[config.mk]
export PLATFORM = sky130hd
export DESIGN_NAME = bicycle_speed_distance_meter
export DESIGN_NICKNAME = d
export VERILOG_FILES = /design/src/sv/bsdm_pkg.sv /design/src/sv/bicycle_speed_distance_meter.sv /design/src/sv/bsdm_div.sv /design/src/sv/bsdm_datapath.sv /design/src/sv/bsdm_ctrl.sv
export VERILOG_INCLUDE_DIRS = /design/src /design/src/sv
export SDC_FILE = /design/constraint.sdc
export NUM_CORES = 2
export LEC_CHECK = 0
export BUFFER_PORTS_ARGS = -buffer_cell sky130_fd_sc_hd__clkbuf_2
export CAP_MARGIN = 10
export CORE_MARGIN = 1
export CORE_UTILIZATION = 35
export DETAILED_ROUTE_END_ITERATION = 16
export GPL_TIMING_DRIVEN = 0
export SLEW_MARGIN = 10
export SYNTH_ARGS = -nofsm -noshare
export SYNTH_HDL_FRONTEND = slang
export SYNTH_SLANG_ARGS = --single-unit
[constraint.sdc]
create_clock -name clk -period 18.1 [get_ports clk]
set_input_delay 3.62 -clock clk [delete_from_list [all_inputs] [get_ports clk]]
set_output_delay 3.62 -clock clk [all_outputs]
set_load 0.01 [all_outputs]
[src/sv/bicycle_speed_distance_meter_defines.svh]
// Assertion macros shared by the meter's RTL files.
`ifndef BICYCLE_SPEED_DISTANCE_METER_DEFINES_SVH
`define BICYCLE_SPEED_DISTANCE_METER_DEFINES_SVH

// Check that cons holds in the same cycle as ante.
`define BSDM_ASSERT_NOW(label, clk, rst_n, ante, cons, msg) \
    label: assert property (@(posedge clk) disable iff (!rst_n) (ante) |-> (cons)) \
        else $error(msg);

// Check that cons holds in the cycle after ante.
`define BSDM_ASSERT_NEXT(label, clk, rst_n, ante, cons, msg) \
    label: assert property (@(posedge clk) disable iff (!rst_n) (ante) |=> (cons)) \
        else $error(msg);

`endif

[src/sv/bsdm_pkg.sv]
// Shared types, widths and constants of the bicycle speed and distance meter.
`default_nettype none
package bsdm_pkg;

    // Configuration register widths and reset values
    localparam int CIRC_W     = 12;
    localparam int DEB_W      = 8;
    localparam int HOLD_W     = 16;
    localparam int PER_W      = 16;
    localparam int CFG_ADDR_W = 2;
    localparam int CFG_DATA_W = 16;

    localparam logic [CIRC_W-1:0] CIRC_RST   = 12'd2070;
    localparam logic [DEB_W-1:0]  DEB_RST    = 8'd10;
    localparam logic [HOLD_W-1:0] HOLD_RST   = 16'd2000;
    localparam logic [PER_W-1:0]  PERIOD_RST = 16'd1000;

    // State widths
    localparam int QUIET_W   = 9;
    localparam int HOLDCNT_W = 17;
    localparam int PERCNT_W  = 17;
    localparam int TURN_W    = 8;
    localparam int SPEED_W   = 21;
    localparam int DIST_W    = 40;
    localparam int SECS_W    = 32;
    localparam int OUT_W     = 19;
    localparam int MODE_W    = 2;

    // Arithmetic widths
    localparam int PROD_W  = TURN_W + CIRC_W;
    localparam int SUM_W   = SPEED_W + 1;
    localparam int DIVD_W  = DIST_W + 4;
    localparam int DIVS_W  = SECS_W + 5;

    // Speed in centi km/h is floor(speed * 9 / 25): multiply by 9 * ceil(2^29 / 25)
    // and keep the bits above 29, exact for every 21-bit speed
    localparam int SPD_SHIFT   = 29;
    localparam int SPD_RECIP_W = 28;
    localparam int SPD_PROD_W  = SPEED_W + SPD_RECIP_W;
    localparam logic [SPD_RECIP_W-1:0] SPD_RECIP = 28'd193273533;

    // Divider sequencing
    localparam int STEP_W    = 6;
    localparam int DIV_STEPS = DIVD_W;

    // Stream widths
    localparam int S_TDATA_W = 8;
    localparam int M_TDATA_W = 2 * OUT_W + DIST_W + SECS_W + MODE_W;
    localparam int M_TUSER_W = 2;

    // Configuration register indexes
    typedef enum logic [CFG_ADDR_W-1:0] {
        CFG_CIRC     = 2'd0,
        CFG_DEBOUNCE = 2'd1,
        CFG_HOLD     = 2'd2,
        CFG_PERIOD   = 2'd3
    } cfg_index_t;

    // Controller states
    typedef enum logic [2:0] {
        ST_IDLE,
        ST_UPDATE,
        ST_LOAD,
        ST_DIVIDE,
        ST_STORE,
        ST_OUTPUT
    } state_t;

    // Commands from controller to datapath
    typedef struct packed {
        logic tick;
        logic update;
        logic div_load;
        logic div_step;
        logic store;
        logic out_load;
    } dp_cmd_t;

    // Status from datapath to controller
    typedef struct packed {
        logic recompute;
        logic clear;
    } dp_status_t;

    // Clamp a quotient to the 19-bit speed outputs
    function automatic logic [OUT_W-1:0] sat_out(input logic [DIVD_W-1:0] v);
        logic [OUT_W-1:0] r;
        r = (|v[DIVD_W-1:OUT_W]) ? '1 : v[OUT_W-1:0];
        return r;
    endfunction

endpackage
`default_nettype wire

[src/sv/bicycle_speed_distance_meter.sv]
// Top level of the bicycle speed and distance meter.
//
// Usage:
//   One input request per millisecond tick on s_axis: bit 0 is the raw mode
//   button level, bit 1 the raw wheel sensor level. Each tick gives exactly
//   one result request on m_axis with speed, average speed, distance,
//   elapsed seconds and display mode in tdata and the updated and cleared
//   flags in tuser.
//   A tick without a recompute goes from accept through the OUTPUT state
//   to the result register; a tick that recomputes also passes UPDATE, LOAD,
//   the 44-step restoring divider that forms the average speed, and STORE.
//   One tick is in work at a time: a new tick is taken once the last has
//   loaded its result, even while that finished result still waits.
//   Reset restores the default configuration and clears all statistics.
//   When the receiver stalls, the result holds in the output register and
//   the following tick finishes its work, then waits until the result is taken.
//   The user must write the configuration registers through cfg_we/cfg_addr/
//   cfg_wdata only while no tick is in flight; the block does not enforce this.
`default_nettype none
module bicycle_speed_distance_meter (
    input  wire logic                                clk,
    input  wire logic                                rst_n,
    input  wire logic                                cfg_we,
    input  wire logic [bsdm_pkg::CFG_ADDR_W-1:0]     cfg_addr,
    input  wire logic [bsdm_pkg::CFG_DATA_W-1:0]     cfg_wdata,
    input  wire logic                                s_axis_tvalid,
    output logic                                     s_axis_tready,
    // tdata: mode_button_level[0], wheel_sensor_level[1], zero[7:2]
    input  wire logic [bsdm_pkg::S_TDATA_W-1:0]      s_axis_tdata,
    output logic                                     m_axis_tvalid,
    input  wire logic                                m_axis_tready,
    // tdata: speed_centi_kmh[18:0], average_centi_kmh[37:19], distance_mm[77:38],
    //        elapsed_seconds[109:78], display_mode[111:110]
    output logic      [bsdm_pkg::M_TDATA_W-1:0]      m_axis_tdata,
    // tuser: stats_updated[0], stats_cleared[1]
    output logic      [bsdm_pkg::M_TUSER_W-1:0]      m_axis_tuser
);

    bsdm_pkg::dp_cmd_t    cmd;
    bsdm_pkg::dp_status_t status;

    bsdm_ctrl u_ctrl (
        .clk       (clk),
        .rst_n     (rst_n),
        .in_valid  (s_axis_tvalid),
        .in_ready  (s_axis_tready),
        .out_valid (m_axis_tvalid),
        .out_ready (m_axis_tready),
        .status    (status),
        .cmd       (cmd)
    );

    bsdm_datapath u_datapath (
        .clk                (clk),
        .rst_n              (rst_n),
        .cfg_we             (cfg_we),
        .cfg_addr           (cfg_addr),
        .cfg_wdata          (cfg_wdata),
        .mode_button_level  (s_axis_tdata[0]),
        .wheel_sensor_level (s_axis_tdata[1]),
        .cmd                (cmd),
        .status             (status),
        .m_tdata            (m_axis_tdata),
        .m_tuser            (m_axis_tuser)
    );

endmodule
`default_nettype wire

[src/sv/bsdm_div.sv]
// Restoring divider for the average speed, one quotient bit per step.
`default_nettype none
module bsdm_div (
    input  wire logic                            clk,
    input  wire logic                            load,
    input  wire logic                            step,
    input  wire logic [bsdm_pkg::DIVD_W-1:0]     avg_dividend,
    input  wire logic [bsdm_pkg::DIVS_W-1:0]     avg_divisor,
    output logic      [bsdm_pkg::DIVD_W-1:0]     avg_quot
);

    logic [bsdm_pkg::DIVD_W-1:0]   aq_reg, aq_next;
    logic [bsdm_pkg::DIVS_W-1:0]   arem_reg, arem_next;
    logic [bsdm_pkg::DIVS_W-1:0]   adiv_reg, adiv_next;
    logic [bsdm_pkg::DIVS_W:0]     arem_sh, arem_diff;
    logic                          age;

    // Shift in the next dividend bit and try the subtract
    always_comb
    begin
        arem_sh   = {arem_reg, aq_reg[bsdm_pkg::DIVD_W-1]};
        arem_diff = arem_sh - {1'b0, adiv_reg};
        age       = (arem_sh >= {1'b0, adiv_reg});

        aq_next   = aq_reg;
        arem_next = arem_reg;
        adiv_next = adiv_reg;
        if (load)
        begin
            aq_next   = avg_dividend;
            arem_next = '0;
            adiv_next = avg_divisor;
        end
        else if (step)
        begin
            aq_next   = {aq_reg[bsdm_pkg::DIVD_W-2:0], age};
            arem_next = age ? arem_diff[bsdm_pkg::DIVS_W-1:0] : arem_sh[bsdm_pkg::DIVS_W-1:0];
        end
    end

    // Hold the working registers
    always_ff @(posedge clk)
    begin
        aq_reg   <= aq_next;
        arem_reg <= arem_next;
        adiv_reg <= adiv_next;
    end

    assign avg_quot = aq_reg;

endmodule
`default_nettype wire

[src/sv/bsdm_datapath.sv]
// Datapath: configuration, debounce, period, statistics and result register.
`default_nettype none
`include "bicycle_speed_distance_meter_defines.svh"
module bsdm_datapath (
    input  wire logic                                clk,
    input  wire logic                                rst_n,
    input  wire logic                                cfg_we,
    input  wire logic [bsdm_pkg::CFG_ADDR_W-1:0]     cfg_addr,
    input  wire logic [bsdm_pkg::CFG_DATA_W-1:0]     cfg_wdata,
    input  wire logic                                mode_button_level,
    input  wire logic                                wheel_sensor_level,
    input  wire bsdm_pkg::dp_cmd_t                   cmd,
    output bsdm_pkg::dp_status_t                     status,
    output logic      [bsdm_pkg::M_TDATA_W-1:0]      m_tdata,
    output logic      [bsdm_pkg::M_TUSER_W-1:0]      m_tuser
);

    // Configuration registers
    logic [bsdm_pkg::CIRC_W-1:0] circ_reg;
    logic [bsdm_pkg::DEB_W-1:0]  deb_reg;
    logic [bsdm_pkg::HOLD_W-1:0] hold_reg;
    logic [bsdm_pkg::PER_W-1:0]  period_ms_reg;

    // Tick state
    logic [bsdm_pkg::PERCNT_W-1:0]  period_reg, period_next;
    logic                           btn_last_reg, btn_last_next;
    logic                           btn_steady_reg, btn_steady_next;
    logic [bsdm_pkg::QUIET_W-1:0]   btn_quiet_reg, btn_quiet_next;
    logic [bsdm_pkg::HOLDCNT_W-1:0] btn_hold_reg, btn_hold_next;
    logic                           sen_last_reg, sen_last_next;
    logic                           sen_steady_reg, sen_steady_next;
    logic [bsdm_pkg::QUIET_W-1:0]   sen_quiet_reg, sen_quiet_next;
    logic [bsdm_pkg::TURN_W-1:0]    turn_reg, turn_next;
    logic [bsdm_pkg::MODE_W-1:0]    mode_reg, mode_next;

    // Statistics
    logic [bsdm_pkg::SPEED_W-1:0]   speed_reg, speed_next;
    logic [bsdm_pkg::DIST_W-1:0]    dist_reg, dist_next;
    logic [bsdm_pkg::SECS_W-1:0]    secs_reg, secs_next;
    logic [bsdm_pkg::OUT_W-1:0]     avg_reg, avg_next;
    logic [bsdm_pkg::OUT_W-1:0]     spdc_reg, spdc_next;
    logic                           upd_flag_reg, upd_flag_next;
    logic                           clr_flag_reg, clr_flag_next;

    // Payload registers
    logic [bsdm_pkg::PROD_W-1:0]    prod_reg, prod_next;
    logic [bsdm_pkg::M_TDATA_W-1:0] tdata_reg, tdata_next;
    logic [bsdm_pkg::M_TUSER_W-1:0] tuser_reg, tuser_next;

    // Tick terms
    logic [bsdm_pkg::PERCNT_W-1:0]  period_inc;
    logic                           recompute_now;
    logic [bsdm_pkg::QUIET_W-1:0]   bq_new, sq_new;
    logic [bsdm_pkg::HOLDCNT_W-1:0] bh_new;
    logic                           clear_now, btn_take, sen_take;
    logic [bsdm_pkg::TURN_W-1:0]    turn_base;

    // Update and divider operands
    logic [bsdm_pkg::SUM_W-1:0]      speed_sum;
    logic [bsdm_pkg::SPEED_W-1:0]    speed_new;
    logic [bsdm_pkg::DIST_W:0]       dist_sum;
    logic [bsdm_pkg::DIVD_W-1:0]     avg_dividend, avg_quot;
    logic [bsdm_pkg::DIVS_W-1:0]     avg_divisor;
    logic [bsdm_pkg::SPD_PROD_W-1:0] spd_prod;

    // Write configuration registers
    always_ff @(posedge clk or negedge rst_n)
    begin
        if (!rst_n)
        begin
            circ_reg      <= bsdm_pkg::CIRC_RST;
            deb_reg       <= bsdm_pkg::DEB_RST;
            hold_reg      <= bsdm_pkg::HOLD_RST;
            period_ms_reg <= bsdm_pkg::PERIOD_RST;
        end
        else if (cfg_we)
        begin
            case (bsdm_pkg::cfg_index_t'(cfg_addr))
                bsdm_pkg::CFG_CIRC:     circ_reg      <= cfg_wdata[bsdm_pkg::CIRC_W-1:0];
                bsdm_pkg::CFG_DEBOUNCE: deb_reg       <= cfg_wdata[bsdm_pkg::DEB_W-1:0];
                bsdm_pkg::CFG_HOLD:     hold_reg      <= cfg_wdata;
                bsdm_pkg::CFG_PERIOD:   period_ms_reg <= cfg_wdata;
                default:                circ_reg      <= circ_reg;
            endcase
        end
    end

    // Evaluate period, button and sensor for the incoming tick
    always_comb
    begin
        period_inc    = (&period_reg) ? period_reg : period_reg + 1'b1;
        recompute_now = period_inc > {1'b0, period_ms_reg};

        if (mode_button_level != btn_last_reg)
        begin
            bq_new = '0;
            bh_new = '0;
        end
        else
        begin
            bq_new = (&btn_quiet_reg) ? btn_quiet_reg : btn_quiet_reg + 1'b1;
            bh_new = (&btn_hold_reg) ? btn_hold_reg : btn_hold_reg + 1'b1;
        end
        clear_now = !btn_steady_reg && !mode_button_level && (bh_new > {1'b0, hold_reg});
        btn_take  = bq_new > {1'b0, deb_reg};

        if (wheel_sensor_level != sen_last_reg)
            sq_new = '0;
        else
            sq_new = (&sen_quiet_reg) ? sen_quiet_reg : sen_quiet_reg + 1'b1;
        sen_take  = sq_new > {1'b0, deb_reg};

        turn_base = recompute_now ? '0 : turn_reg;
    end

    assign status.recompute = recompute_now && !clear_now;
    assign status.clear     = clear_now;

    // Smoothed speed and saturating distance for the update step
    always_comb
    begin
        speed_sum = bsdm_pkg::SUM_W'(prod_reg) + bsdm_pkg::SUM_W'(speed_reg);
        speed_new = speed_sum[bsdm_pkg::SUM_W-1:1];
        dist_sum  = (bsdm_pkg::DIST_W+1)'(dist_reg) + (bsdm_pkg::DIST_W+1)'(speed_new);
    end

    // Divider operands: distance times 9, seconds times 25; speed by reciprocal
    always_comb
    begin
        avg_dividend = (bsdm_pkg::DIVD_W'(dist_reg) << 3) + bsdm_pkg::DIVD_W'(dist_reg);
        avg_divisor  = (bsdm_pkg::DIVS_W'(secs_reg) << 4) + (bsdm_pkg::DIVS_W'(secs_reg) << 3)
                     + bsdm_pkg::DIVS_W'(secs_reg);
        spd_prod     = bsdm_pkg::SPD_PROD_W'(speed_reg) * bsdm_pkg::SPD_PROD_W'(bsdm_pkg::SPD_RECIP);
    end

    bsdm_div u_div (
        .clk          (clk),
        .load         (cmd.div_load),
        .step         (cmd.div_step),
        .avg_dividend (avg_dividend),
        .avg_divisor  (avg_divisor),
        .avg_quot     (avg_quot)
    );

    // Next state per command
    always_comb
    begin
        period_next     = period_reg;
        btn_last_next   = btn_last_reg;
        btn_steady_next = btn_steady_reg;
        btn_quiet_next  = btn_quiet_reg;
        btn_hold_next   = btn_hold_reg;
        sen_last_next   = sen_last_reg;
        sen_steady_next = sen_steady_reg;
        sen_quiet_next  = sen_quiet_reg;
        turn_next       = turn_reg;
        mode_next       = mode_reg;
        speed_next      = speed_reg;
        dist_next       = dist_reg;
        secs_next       = secs_reg;
        avg_next        = avg_reg;
        spdc_next       = spdc_reg;
        upd_flag_next   = upd_flag_reg;
        clr_flag_next   = clr_flag_reg;
        prod_next       = prod_reg;
        tdata_next      = tdata_reg;
        tuser_next      = tuser_reg;

        if (cmd.tick)
        begin
            // Advance counters, debounce and turn count
            period_next    = recompute_now ? '0 : period_inc;
            btn_last_next  = mode_button_level;
            btn_quiet_next = bq_new;
            btn_hold_next  = clear_now ? '0 : bh_new;
            if (btn_take)
                btn_steady_next = mode_button_level;
            sen_last_next  = wheel_sensor_level;
            sen_quiet_next = sq_new;
            if (sen_take)
                sen_steady_next = wheel_sensor_level;
            if (sen_take && sen_steady_reg && !wheel_sensor_level)
                turn_next = (&turn_base) ? turn_base : turn_base + 1'b1;
            else
                turn_next = turn_base;

            if (clear_now)
                mode_next = '0;
            else if (btn_take && btn_steady_reg && !mode_button_level)
                mode_next = mode_reg + 1'b1;

            // Drop statistics on a long hold
            if (clear_now)
            begin
                speed_next = '0;
                dist_next  = '0;
                secs_next  = '0;
                avg_next   = '0;
                spdc_next  = '0;
            end

            prod_next     = bsdm_pkg::PROD_W'(turn_reg) * bsdm_pkg::PROD_W'(circ_reg);
            upd_flag_next = recompute_now;
            clr_flag_next = clear_now;
        end

        if (cmd.update)
        begin
            speed_next = speed_new;
            dist_next  = dist_sum[bsdm_pkg::DIST_W] ? '1 : dist_sum[bsdm_pkg::DIST_W-1:0];
            secs_next  = (&secs_reg) ? secs_reg : secs_reg + 1'b1;
        end

        if (cmd.store)
        begin
            avg_next  = bsdm_pkg::sat_out(avg_quot);
            spdc_next = bsdm_pkg::sat_out(bsdm_pkg::DIVD_W'(
                            spd_prod[bsdm_pkg::SPD_PROD_W-1:bsdm_pkg::SPD_SHIFT]));
        end

        if (cmd.out_load)
        begin
            tdata_next = {mode_reg, secs_reg, dist_reg, avg_reg, spdc_reg};
            tuser_next = {clr_flag_reg, upd_flag_reg};
        end
    end

    // Hold control and statistics state
    always_ff @(posedge clk or negedge rst_n)
    begin
        if (!rst_n)
        begin
            period_reg     <= '0;
            btn_last_reg   <= 1'b0;
            btn_steady_reg <= 1'b0;
            btn_quiet_reg  <= '1;
            btn_hold_reg   <= '1;
            sen_last_reg   <= 1'b0;
            sen_steady_reg <= 1'b0;
            sen_quiet_reg  <= '1;
            turn_reg       <= '0;
            mode_reg       <= '0;
            speed_reg      <= '0;
            dist_reg       <= '0;
            secs_reg       <= '0;
            avg_reg        <= '0;
            spdc_reg       <= '0;
            upd_flag_reg   <= 1'b0;
            clr_flag_reg   <= 1'b0;
        end
        else
        begin
            period_reg     <= period_next;
            btn_last_reg   <= btn_last_next;
            btn_steady_reg <= btn_steady_next;
            btn_quiet_reg  <= btn_quiet_next;
            btn_hold_reg   <= btn_hold_next;
            sen_last_reg   <= sen_last_next;
            sen_steady_reg <= sen_steady_next;
            sen_quiet_reg  <= sen_quiet_next;
            turn_reg       <= turn_next;
            mode_reg       <= mode_next;
            speed_reg      <= speed_next;
            dist_reg       <= dist_next;
            secs_reg       <= secs_next;
            avg_reg        <= avg_next;
            spdc_reg       <= spdc_next;
            upd_flag_reg   <= upd_flag_next;
            clr_flag_reg   <= clr_flag_next;
        end
    end

    // Hold payload registers
    always_ff @(posedge clk)
    begin
        prod_reg  <= prod_next;
        tdata_reg <= tdata_next;
        tuser_reg <= tuser_next;
    end

    assign m_tdata = tdata_reg;
    assign m_tuser = tuser_reg;

    `BSDM_ASSERT_NEXT(a_clear_zeroes_stats, clk, rst_n, cmd.tick && clear_now, (dist_reg == '0) && (secs_reg == '0) && (mode_reg == '0), "long hold left statistics set")

endmodule
`default_nettype wire

[src/sv/bsdm_ctrl.sv]
// Controller: sequences tick, update, divide, store and result hand-off.
`default_nettype none
`include "bicycle_speed_distance_meter_defines.svh"
module bsdm_ctrl (
    input  wire logic                 clk,
    input  wire logic                 rst_n,
    input  wire logic                 in_valid,
    output logic                      in_ready,
    output logic                      out_valid,
    input  wire logic                 out_ready,
    input  wire bsdm_pkg::dp_status_t status,
    output bsdm_pkg::dp_cmd_t         cmd
);

    bsdm_pkg::state_t              state_reg, state_next;
    logic [bsdm_pkg::STEP_W-1:0]   step_reg, step_next;
    logic                          out_valid_reg, out_valid_next;

    // Hold state, step count and result valid
    always_ff @(posedge clk or negedge rst_n)
    begin
        if (!rst_n)
        begin
            state_reg     <= bsdm_pkg::ST_IDLE;
            step_reg      <= '0;
            out_valid_reg <= 1'b0;
        end
        else
        begin
            state_reg     <= state_next;
            step_reg      <= step_next;
            out_valid_reg <= out_valid_next;
        end
    end

    // Next state and commands
    always_comb
    begin
        state_next = state_reg;
        step_next  = step_reg;
        cmd        = '0;
        in_ready   = 1'b0;

        case (state_reg)
            bsdm_pkg::ST_IDLE:
            begin
                in_ready = 1'b1;
                if (in_valid)
                begin
                    cmd.tick   = 1'b1;
                    state_next = status.recompute ? bsdm_pkg::ST_UPDATE : bsdm_pkg::ST_OUTPUT;
                end
            end
            bsdm_pkg::ST_UPDATE:
            begin
                cmd.update = 1'b1;
                state_next = bsdm_pkg::ST_LOAD;
            end
            bsdm_pkg::ST_LOAD:
            begin
                cmd.div_load = 1'b1;
                step_next    = '0;
                state_next   = bsdm_pkg::ST_DIVIDE;
            end
            bsdm_pkg::ST_DIVIDE:
            begin
                cmd.div_step = 1'b1;
                step_next    = step_reg + 1'b1;
                if (step_reg == bsdm_pkg::STEP_W'(bsdm_pkg::DIV_STEPS - 1))
                    state_next = bsdm_pkg::ST_STORE;
            end
            bsdm_pkg::ST_STORE:
            begin
                cmd.store  = 1'b1;
                state_next = bsdm_pkg::ST_OUTPUT;
            end
            bsdm_pkg::ST_OUTPUT:
            begin
                if (!out_valid_reg || out_ready)
                begin
                    cmd.out_load = 1'b1;
                    state_next   = bsdm_pkg::ST_IDLE;
                end
            end
            default:
            begin
                state_next = bsdm_pkg::ST_IDLE;
            end
        endcase
    end

    // Raise valid on a new result, drop it once taken
    always_comb
    begin
        if (cmd.out_load)
            out_valid_next = 1'b1;
        else if (out_ready)
            out_valid_next = 1'b0;
        else
            out_valid_next = out_valid_reg;
    end

    assign out_valid = out_valid_reg;

    `BSDM_ASSERT_NOW(a_cmd_exclusive, clk, rst_n, 1'b1, $onehot0(cmd), "more than one datapath command")
    `BSDM_ASSERT_NOW(a_no_overwrite, clk, rst_n, cmd.out_load, !out_valid_reg || out_ready, "result overwritten before taken")
    `BSDM_ASSERT_NOW(a_step_bound, clk, rst_n, state_reg == bsdm_pkg::ST_DIVIDE, step_reg < bsdm_pkg::STEP_W'(bsdm_pkg::DIV_STEPS), "divide ran past its step count")
    `BSDM_ASSERT_NEXT(a_load_starts_divide, clk, rst_n, cmd.div_load, (state_reg == bsdm_pkg::ST_DIVIDE) && (step_reg == '0), "divide did not start after load")

endmodule
`default_nettype wire
==> metrics <==
status completed; GP Congestion 0.915; largest stage delay on the critical path 860 ps; most common cell in the netlist inv_1; Least-Margin Pin Slew 1070 ps; GRT Util Overall 18.3%; Initial Utilization 35.4%; Die Ht 348 um; layout cells sized above 1 9.11%; Netlist cell types 90; crit path time final 8680 ps; share of the synthesized area in the top cell type 15.4%; leading area contributor after synthesis edfxtp_1; wirelength, routed 109 mm; Reg2Reg Capture Point u_datapath.spdc_reg[11]$_DFFE_PN0P_; CTS Sinks 513; TritonCTS buffer count 57; worst endpoint data arrival time 9240 ps; FF+latch area 13800 um2; first-pass GRT wire length 175 mm; Max-cap violations 0; r2r setup slk 9970 ps; max reg flops 112; total die area 121000 um2; Synth Cell Area 41900 um2; Site Rows 126; nets 5253; CTS Buffer Depth 3; CP Buf/Inv Count 4; max-slew violation count 0; Fmax 0.115 GHz; root buffer cell clkbuf_16; share of flip-flops with an asynchronous set or reset 50.9%; H-tree levels 2; Post-synth top cells 554 x inv_1, 500 x ha_1, 352 x nand2_1; Post-Place Setup Slack 8760 ps; Final period util 47.9%; First-pass DRT Iterations 7; Mapped Nets 5046; Worst-path clk slew 60 ps; Yosys reg bits 513; CP max FO 10; final worst slack 9420 ps; vias in the first global route 30.9k; Final HPWL DP 87.2 mm; core area 118000 um2; Synth Flop Type edfxtp_1; most frequent CP cell clkbuf_1; Slew HR 28.6%; Post-CTS Setup Inserts 0; worst hold margin 448 ps; crit path cell chain clkbuf_2 > xor2_1 > clkbuf_1 > nor2_1 > ha_1 > a21o_1 > a21o_1 > a21oi_1 > o2111ai_1 > a211oi_1 > nor2_1 > nand2_1 > clkbuf_1 > clkbuf_1 > nand3_1 > nand2_1; largest net degree at the start of global routing 85; Resized cells post-CTS 0; # fillers 11.7k; Req. time, crit path 18670 ps; Top Family by Delay on Critical Path buffers and inverters; WHS Endpoint u_datapath.m_tdata[17]$_DFFE_PP_; crit path launch s_axis_tdata[0]; clk_lat worst skew 660 ps; CP max-delay cell clkbuf_1; setup_tns 0 ps; skew final 30.8 ps; Critical Path Sink Type register; DR WL/cell 18.0 um; Cells after Synth 4213; final core occ 39.5%; Worst setup SP type input pin; iteration-0 DRC count of the detailed router 1786; yosys warns 0; Hold WC Path Type reg2reg; number of synthesized flops with an enable pin 215; cts hold-fix bufs 0; Die X 348 um; DRT antenna net count 0; reg2reg path depth 22; reg2reg start u_datapath.speed_reg[19]$_DFFE_PN0P_; CTS tree built; RSZ-0062 raised after global routing false; Vias 30.6k; DR vias/cell 5.05; Layout area overhead 11.5%; initial antenna violation count 1; sequential area share after synthesis 32.9%; Final Setup Violations 0; area of the multi-input gates 25600 um2; GR Overflow Total 0; DRC errors left 0; Hold Path Depth 0; largest cells by area after synthesis edfxtp_1 15%, ha_1 15%, fa_1 14%, dfrtp_1 12%, inv_1 5.0%; Mean Syn Cell Area 9.96 um2; Final Hold Violating Endpoints 0; I/O Pins 147; HP Start u_datapath.spdc_reg[17]$_DFFE_PN0P_; # port buffers 140; crit path kind in2reg
-- area by class of cell --
type                    count  area share [%]
repair buffers            148            1.92
plain buffers             111           0.955
diodes                      1         0.00535
clock buffers              76            3.35
inverters                 555            4.46
flip-flops and latches    513            29.5
well taps                1600            4.28
clock inverters            32           0.720
multi-input cells        3034            54.8
-- per-layer routing --
metal / vias up / track usage, % / part of all wire, %
met1: 15000 / 24.7 / 46
li1: 14900 / - / -
met5: - / 0 / 0.011
met4: 2 / 4.83 / 2.6
met2: 628 / 30.9 / 48
met3: 143 / 2.20 / 4.3
-- layout by cell type (no fill, tap or decap), drive strengths merged, types with 12 or more instances in the layout --
| master | instances |
|---|---|
| a211oi | 22 |
| a21o | 88 |
| a21oi | 258 |
| a22o | 19 |
| a31oi | 45 |
| and2 | 67 |
| and3 | 46 |
| buf | 33 |
| clkbuf | 302 |
| clkinv | 20 |
| dfrtp | 208 |
| dfstp | 53 |
| dfxtp | 37 |
| edfxtp | 215 |
| fa | 302 |
| ha | 500 |
| inv | 557 |
| mux2 | 67 |
| mux2i | 12 |
| nand2 | 353 |
| nand2b | 29 |
| nand3 | 115 |
| nand4 | 43 |
| nor2 | 259 |
| nor2b | 43 |
| nor3 | 40 |
| nor4 | 13 |
| o211ai | 20 |
| o21a | 38 |
| o21ai | 209 |
| o21bai | 24 |
| o31ai | 47 |
| xnor2 | 134 |
| xor2 | 98 |
-- worst max-delay path by stage --
| stage | endpoint | slack, ps | cells after the start |
|---|---|---|---|
| after global placement | u_datapath.m_tdata[46]$_DFFE_PP_ | 5610 | 3 |
| after global routing | u_datapath.dist_reg[17]$_DFFE_PN0P_ | 9140 | 16 |
| after detailed placement | u_datapath.dist_reg[38]$_DFFE_PN0P_ | 8760 | 15 |
| after CTS | u_datapath.dist_reg[14]$_DFFE_PN0P_ | 9420 | 16 |
| after floorplan | u_datapath.m_tdata[0]$_DFFE_PP_ | 8710 | 2 |
| final | u_datapath.dist_reg[14]$_DFFE_PN0P_ | 9420 | 16 |
-- stage by stage --
stage / std cells / instance area, um2
2_1_floorplan: 4213 / 41900
3_3_place_gp: 5953 / 44600
3_5_place_dp: 5961 / 44900
4_1_cts: 6069 / 46800
5_1_grt: 6069 / 46800
6_report: 6070 / 46800
-- kinds of logic after synthesis --
kind of cell	Yosys count	share of synthesized area, %
AND/OR/NAND/NOR	1058	11.9
AO/OA/AOI/OAI	863	12.9
adder cells (fa/ha/maj)	802	29.3
buffers and inverters	666	6.02
flip-flops	513	32.9
XOR/XNOR	232	4.86
multiplexers	79	2.09
Power is not shown: default switching activity piles up to over one toggle a cycle in this logic, so the estimate is an artifact.
